--- src/rtl/rmsn_pkg.sv ---
package rmsn_pkg;

  // sizing
  localparam int unsigned ROW_MAX_DEF = 64;
  localparam int unsigned DATA_W      = 16;
  localparam int unsigned CFG_W       = 16;
  localparam int unsigned CFG_IDX_W   = 1;
  localparam int unsigned SQ_W        = 2 * DATA_W - 1;
  localparam int unsigned SUM_W_DEF   = SQ_W + $clog2(ROW_MAX_DEF);
  localparam int unsigned ROOT_W_DEF  = (SUM_W_DEF + 2) / 2;

  // fixed-point formats
  localparam int unsigned INV_W    = 32;
  localparam int unsigned QUO_W    = INV_W + 1;
  localparam int unsigned SCALE_SH = 16;
  localparam int unsigned RND_SH   = 36;
  localparam int unsigned RMS_MAX  = 2 ** DATA_W - 1;

  typedef enum logic [CFG_IDX_W-1:0] {
    CFG_MEAN_SCALE = 1'b0,
    CFG_EPSILON    = 1'b1
  } cfg_idx_e;

  typedef struct packed {
    logic signed [DATA_W-1:0] sample;
    logic signed [DATA_W-1:0] gain;
    logic                     pad;
    logic                     row_end;
  } in_item_t;

  typedef struct packed {
    logic signed [DATA_W-1:0] normalized;
    logic        [DATA_W-1:0] rms_value;
    logic                     final_res;
  } out_item_t;

  typedef struct packed {
    logic take;
    logic scale;
    logic root_go;
    logic recip_go;
    logic read;
    logic prod;
    logic mult;
    logic round;
    logic advance;
  } rmsn_cmd_t;

  typedef struct packed {
    logic root_done;
    logic recip_done;
    logic last_elem;
  } rmsn_sts_t;

  typedef enum logic [3:0] {
    ST_LOAD,
    ST_SCALE,
    ST_ROOT_GO,
    ST_ROOT_WAIT,
    ST_RECIP_GO,
    ST_RECIP_WAIT,
    ST_READ,
    ST_PROD,
    ST_MULT,
    ST_ROUND,
    ST_EMIT
  } rmsn_state_e;

endpackage

--- src/rtl/rmsn_ctrl.sv ---
module rmsn_ctrl import rmsn_pkg::*; (
  input  logic      clk_i,
  input  logic      rst_ni,
  input  logic      in_valid_i,
  input  logic      row_end_i,
  input  logic      out_stall_i,
  input  rmsn_sts_t sts_i,
  output logic      in_stall_o,
  output logic      out_valid_o,
  output rmsn_cmd_t cmd_o
);

  rmsn_state_e state_q, state_d;

  always_ff @(posedge clk_i or negedge rst_ni) begin
    if (!rst_ni) begin
      state_q <= ST_LOAD;
    end else begin
      state_q <= state_d;
    end
  end

  always_comb begin
    state_d     = state_q;
    cmd_o       = '0;
    in_stall_o  = 1'b1;
    out_valid_o = 1'b0;
    unique case (state_q)
      ST_LOAD: begin
        in_stall_o = 1'b0;
        if (in_valid_i) begin
          cmd_o.take = 1'b1;
          if (row_end_i) begin
            state_d = ST_SCALE;
          end
        end
      end
      ST_SCALE: begin
        cmd_o.scale = 1'b1;
        state_d     = ST_ROOT_GO;
      end
      ST_ROOT_GO: begin
        cmd_o.root_go = 1'b1;
        state_d       = ST_ROOT_WAIT;
      end
      ST_ROOT_WAIT: begin
        if (sts_i.root_done) begin
          state_d = ST_RECIP_GO;
        end
      end
      ST_RECIP_GO: begin
        cmd_o.recip_go = 1'b1;
        state_d        = ST_RECIP_WAIT;
      end
      ST_RECIP_WAIT: begin
        if (sts_i.recip_done) begin
          state_d = ST_READ;
        end
      end
      ST_READ: begin
        cmd_o.read = 1'b1;
        state_d    = ST_PROD;
      end
      ST_PROD: begin
        cmd_o.prod = 1'b1;
        state_d    = ST_MULT;
      end
      ST_MULT: begin
        cmd_o.mult = 1'b1;
        state_d    = ST_ROUND;
      end
      ST_ROUND: begin
        cmd_o.round = 1'b1;
        state_d     = ST_EMIT;
      end
      ST_EMIT: begin
        out_valid_o = 1'b1;
        if (!out_stall_i) begin
          cmd_o.advance = 1'b1;
          state_d       = sts_i.last_elem ? ST_LOAD : ST_READ;
        end
      end
      default: state_d = ST_LOAD;
    endcase
  end

`ifndef NO_ASSERTIONS
  a_row_end_closes: assert property (@(posedge clk_i) disable iff (!rst_ni)
    (in_valid_i && !in_stall_o && row_end_i) |=> in_stall_o)
    else $error("input taken right after a row end");

  a_no_overlap: assert property (@(posedge clk_i) disable iff (!rst_ni)
    out_valid_o |-> in_stall_o)
    else $error("input open while a result beat is offered");
`endif

endmodule

--- config.mk ---
export PLATFORM = sky130hd
export DESIGN_NAME = rmsn_ctrl
export DESIGN_NICKNAME = d
export VERILOG_FILES = /design/src/rtl/rmsn_pkg.sv /design/src/rtl/rmsn_ctrl.sv
export SDC_FILE = /design/constraint.sdc
export NUM_CORES = 1
export LEC_CHECK = 0
export ABC_AREA = 0
export BUFFER_PORTS_ARGS = -buffer_cell sky130_fd_sc_hd__buf_2
export CAP_MARGIN = 30
export CORE_AREA = 2 2 39 41
export DETAILED_ROUTE_END_ITERATION = 12
export DIE_AREA = 0 0 41 43
export SLEW_MARGIN = 30
export SYNTH_ARGS = -nofsm -noshare
export SYNTH_HDL_FRONTEND = slang
export SYNTH_SLANG_ARGS = --single-unit
--- constraint.sdc ---
create_clock -name clk_i -period 3.75 [get_ports clk_i]
set_input_delay 0.75 -clock clk_i [delete_from_list [all_inputs] [get_ports clk_i]]
set_output_delay 0.75 -clock clk_i [all_outputs]
set_load 0.02 [all_outputs]
==> out/metrics.cfg, run 1 <==
[grt]
grt_max_degree = 12
antenna_found_initial = 0
gr-total-overflow = 0
grt_pass1_vias = 379
grt_usage_pct = 13.21
grt_pass1_wl_um = 1566

[clock_network]
cts_tree = yes
clock_path_buffers = 2
cts-resized-gates = 0
clk_latency_ns = 0.24
clkTransAtPathRegs_ns = 0.04
cts_max_level = 1
cts_sinks = 4
cts_hold_buffers = 0
cts_made_buffers = 3
cts_setup_buffers = 0
clock_tree.root_cell = clkbuf_4

[placed_design]
place_congestion = 0.7602
hpwl_um = 765.4
portBuffers = 18

[setup_path]
critPathKind = flop to primary output
crit_path_start = state_q[2]
path_max_fanout = 10
end_kind = primary output
cp.required_ns = 3.00
timing.rr.start = state_q[2]
r2r_slack_ns = 2.15
cp.arrival_ns = 1.34
start_kind = flop

[run_status]
status = finished clean

[logic_synthesis]
synth_nets = 57
ys_types = 27
synth.top_cell.area_share_pct = 26.76
yosysWarnings = 0
ys_seq_elements = 4
syn_inst = 49
yosys.area.top_type = dfrtp_1
synth_area_per_cell_um2 = 7.635
synth.area.top_cells = dfrtp_1 (27%), nor2_1 (7.0%), nor3_1 (5.4%)
yosysSeqAreaShare_pct = 26.76
syn_area_um2 = 374.1

[sta]
relSlewSlack_pct = 75.56
hold_viol_final = 0
finalCritPeriodShare_pct = 55.68
fin_hold_ws_ns = 0.3062
clock_skew_ns = 0.001299
setup_viol_count_final = 0
grt_setup_unrepaired = false
worst_pin_slew_ns = 0.3573
fin_crit_ns = 2.088
fmax_mhz = 479.0
final-max-slew-violation-count = 0
tns_ns = 0

[cells_and_area]
diodes = 0
nets = 76
largest_register_ffs = 4
top_register = state_q
layout_commonest_cell = buf_2
syn_to_final_growth_pct = 27.76
final_cell_mix = buf_2 (18), nor2_1 (7), inv_1 (5)
multi_input_area_um2 = 222.7
drive_above_1_share_pct = 37.88
final.fill_count = 151
layout.area.seq_um2 = 100.1
largestRegisters = state_q x4

[routing]
first_pass_iters = 3
drc = 0
detail_route.vias_per_cell = 5.195
drt_wl_total_um = 1037
wl_per_cell_um = 12.65
ant_nets = 0
vias = 426
drtIter0Drc = 3

[floorplan]
core-area_mm2 = 0.001384
die_area_mm2 = 0.001763
start_util_pct = 27.03
rows = 14
ioPinCount = 19
die_x_um = 41
fp.dieH_um = 43

[power_and_ir_drop]
power_density_mw_per_mm2 = 887.1
vdd_ir_drop_max_mv = 0.3614
leakagePower_nw = 0.2482

[min_path]
hp-class = input pin to asynchronous set/reset pin

[job]
drv_cap = 0

[cells by family after synthesis]
family / after synthesis / synth area share, %
simple gates: 22 / 33.11
mux: 1 / 3.010
compound gates: 12 / 23.41
buf+inv: 10 / 13.71
flops: 4 / 26.76
[worst max-delay path, stage by stage (launching register included)]
cell	delay, ns
dfrtp_1	0.50
nand4bb_1	0.32
nor2_1	0.12
buf_2	0.17
[synth_stat cells]
| cell type | count |
|---|---|
| a211oi_1 | 1 |
| mux2_1 | 1 |
| nand4bb_1 | 1 |
| nand2_1 | 4 |
| a21oi_1 | 3 |
| o32ai_2 | 1 |
| inv_1 | 5 |
| o32ai_1 | 1 |
| nand2b_1 | 1 |
| and3_1 | 1 |
| nand2b_4 | 1 |
| or4b_1 | 1 |
| buf_4 | 1 |
| o22ai_1 | 1 |
| a2111oi_0 | 1 |
| nor2_1 | 7 |
| o2bb2ai_1 | 1 |
| o21ai_1 | 1 |
| a31oi_1 | 1 |
| buf_2 | 2 |
| dfrtp_1 | 4 |
| inv_2 | 1 |
| buf_6 | 1 |
| nor4_1 | 1 |
| nor3_1 | 4 |
| nand2b_2 | 1 |
| o21ai_0 | 1 |
[power breakdown]
group / internal [mW] / switching, mW / total [mW]
combinational: 0.0998 / 0.143 / 0.243
sequential: 0.0645 / 0.0619 / 0.126
clock: 0.0359 / 0.0191 / 0.0550
[path summary, 6_finish.rpt]
check	cells past startpoint	end
worst max-delay path	3	cmd_o[0]
worst min-delay path	1	state_q[3]
worst max register to register	4	state_q[0]
worst min register to register	1	state_q[2]
max in group asynchronous	1	state_q[1]
min in group clk_i	1	state_q[2]
[final cells by class]
type	instances	share of cell area, %
timing repair buffer	18	18.85
inverter	6	4.712
tap	16	4.188
clock buffer	3	4.712
multi-input combinational	35	46.60
sequential	4	20.94
[routing by layer]
layer | part of all wire [%] | GRT usage [%] | wire [µm] | up-vias
met5 | 0 | 0 | 0 | -
met4 | 0.87 | 4.000 | 9 | 0
met3 | 7.6 | 6.283 | 79 | 3
met2 | 46 | 18.44 | 474 | 16
met1 | 46 | 17.59 | 474 | 199
li1 | - | - | - | 208
[metrics by stage]
stage / setup WS (ns) / power [mW] / area [µm²] / cells / util (%)
global route: 1.563 / 0.4633 / 478.0 / 82 / 34.54
CTS: 1.639 / 0.4273 / 478.0 / 82 / 34.54
global placement: 1.867 / 0.3645 / 455.4 / 79 / 32.91
finish: 1.662 / 0.4240 / 478.0 / 82 / 34.54
detailed placement: 1.856 / 0.3705 / 455.4 / 79 / 32.91
floorplan: 1.836 / 0.3174 / 374.1 / 49 / -
Power figures use the tool's default switching activity.
==> run 2, diff against run 1 <==
==> constraint.sdc (replaced) <==
create_clock -name clk_i -period 1.8 [get_ports clk_i]
set_input_delay 0.36 -clock clk_i [delete_from_list [all_inputs] [get_ports clk_i]]
set_output_delay 0.36 -clock clk_i [all_outputs]
set_load 0.02 [all_outputs]
==> run 2 against run 1 <==
Largest cell class unchanged. Power up 110%. Global-route usage decreased by 1.8 points. Clock power is 110% higher. Non-clock buffer count rose by 1. Critical endpoint is now cmd_o[7]. Final area up 6.0%. First-iteration DRC count down 33%. Worst hold slack better by 0.14 ns. Critical path depth unchanged. Count of clock-buffer cells in the layout unchanged. Register-to-register slack worse by 2.0 ns. Die area unchanged. Cell count is 1.2% higher.
==> out/metrics.cfg, run 2 (synthesis results as in run 1) <==
[clock_network]
cts_sinks = 4
clock_path_buffers = 2
clock_tree.root_cell = clkbuf_4
clkTransAtPathRegs_ns = 0.04
cts_made_buffers = 3
cts_tree = yes
clk_latency_ns = 0.24
cts_setup_buffers = 0
cts_max_level = 1

[cells_and_area]
largest_register_ffs = 4
final.fill_count = 146
layout.area.seq_um2 = 100.1
utilization_pct = 36.62
largestRegisters = state_q x4
final_cell_mix = buf_2 (18), nor2_1 (6), inv_1 (5)
layout_commonest_cell = buf_2
top_register = state_q
syn_to_final_growth_pct = 35.45
drive_above_1_share_pct = 40.30
instances_no_fill = 83
nets = 77
diodes = 0
multi_input_area_um2 = 241.5

[placed_design]
hpwl_um = 729.4
place_congestion = 0.7733
portBuffers = 18
placed_cells = 79
place_ws_ns = 0.1935

[grt]
grt_max_degree = 12
grt_pass1_wl_um = 1345
gr-total-overflow = 0
grt_usage_pct = 11.38
grt_pass1_vias = 329
antenna_found_initial = 0

[floorplan]
ioPinCount = 19
fp.dieH_um = 43
die_x_um = 41
die_area_mm2 = 0.001763
rows = 14
core-area_mm2 = 0.001384
start_util_pct = 27.03

[sta]
worst_pin_slew_ns = 0.4080
fin_crit_ns = 1.698
grt_setup_unrepaired = false
setup_viol_count_final = 0
fin_ws_ns = 0.1015
tns_ns = 0
fmax_mhz = 588.8
relSlewSlack_pct = 72.80
hold_viol_final = 0
final-max-slew-violation-count = 0
finalCritPeriodShare_pct = 94.36
clock_skew_ns = 0.007561
fin_hold_ws_ns = 0.4511

[power_and_ir_drop]
p_comb_share_pct = 57.3
leakagePower_nw = 0.2549
seq_power_share_pct = 30.4
power_density_mw_per_mm2 = 1795
vdd_ir_drop_max_mv = 0.7418
power.share.clock_pct = 12.4
power.switching_uw = 473.2
switching_share_pct = 52.02
intPower_uw = 436.5

[routing]
drc = 0
drt_wl_total_um = 963
detail_route.vias_per_cell = 4.904
first_pass_iters = 3
drtIter0Drc = 2
ant_nets = 0
wl_per_cell_um = 11.60
vias = 407

[setup_path]
r2r_slack_ns = 0.15
timing.rr.start = state_q[3]
path_max_fanout = 11
ff2ff_path_depth = 4
cp.required_ns = 1.44
end_kind = primary output
r2r-end = state_q[0]
critPathKind = flop to primary output
cp.arrival_ns = 1.34
start_kind = flop

[job]
drv_cap = 0

[min_path]
hp-class = input pin to asynchronous set/reset pin

[run_status]
status = finished clean

==> run 2: cell types whose count changed in the layout (fill, tap and decap cells not counted) <==
| cell | before | now |
|---|---|---|
| nand4bb_1 | 1 | 0 |
| nor2_1 | 7 | 6 |
| nand4bb_4 | 0 | 1 |
| nor2_2 | 0 | 1 |
| dlygate4sd3_1 | 0 | 1 |
==> run 2: how the worst max path moves through the flow <==
| stage | start | endpoint | slack, ns | cells after the start |
|---|---|---|---|---|
| 5_1_grt | state_q[1] | cmd_o[7] | 0.009 | 3 |
| 3_3_place_gp | state_q[0] | state_q[0] | 0.23 | 4 |
| 2_1_floorplan | state_q[1] | cmd_o[7] | 0.28 | 3 |
| 6_report | state_q[1] | cmd_o[7] | 0.10 | 3 |
| 4_1_cts | state_q[2] | cmd_o[0] | 0.1 | 3 |
| 3_5_place_dp | state_q[2] | state_q[0] | 0.19 | 4 |
==> run 2: worst max-delay path: stages (launching register included) <==
cell	delay [ns]
dfrtp_1	0.50
nand2b_2	0.27
nor3_1	0.14
buf_2	0.19
==> run 2: per-layer routing <==
metal | global-route usage [%] | wire (µm) | up-vias
met5 | 0 | 0 | -
met4 | 2.667 | 0 | 0
met3 | 8.901 | 105 | 0
met2 | 14.37 | 395 | 21
met1 | 14.94 | 462 | 177
li1 | - | - | 209
==> run 2: layout make-up <==
| class | count | area share (%) |
|---|---|---|
| repair buffers | 19 | 19.75 |
| flip-flops and latches | 4 | 19.75 |
| clock buffers | 3 | 4.444 |
| inverters | 6 | 4.444 |
| multi-input cells | 35 | 47.65 |
| well taps | 16 | 3.951 |
==> run 2: repair_timing <==
action | in CTS | in global routing
setup endpoints to repair | 0 | 1
resized for setup | 0 | 2
hold buffers | 1 | 0
hold endpoints to repair | 4 | 0
==> run 2: per-stage QoR <==
step,power (mW),instance area [µm²]
3_5_place_dp,0.7609,455.4
5_1_grt,0.9869,506.7
4_1_cts,0.8793,488.0
2_1_floorplan,0.6613,374.1
3_3_place_gp,0.7620,455.4
6_report,0.9097,506.7
==> run 2: power groups by stage <==
| stage | registers [mW] | logic (mW) | clock network [mW] |
|---|---|---|---|
| after detailed placement | 0.256 | 0.505 | 0 |
| after floorplan | 0.151 | 0.511 | 0 |
| after global routing | 0.286 | 0.569 | 0.132 |
| after CTS | 0.255 | 0.509 | 0.115 |
| final | 0.276 | 0.521 | 0.113 |
| after global placement | 0.258 | 0.504 | 0 |
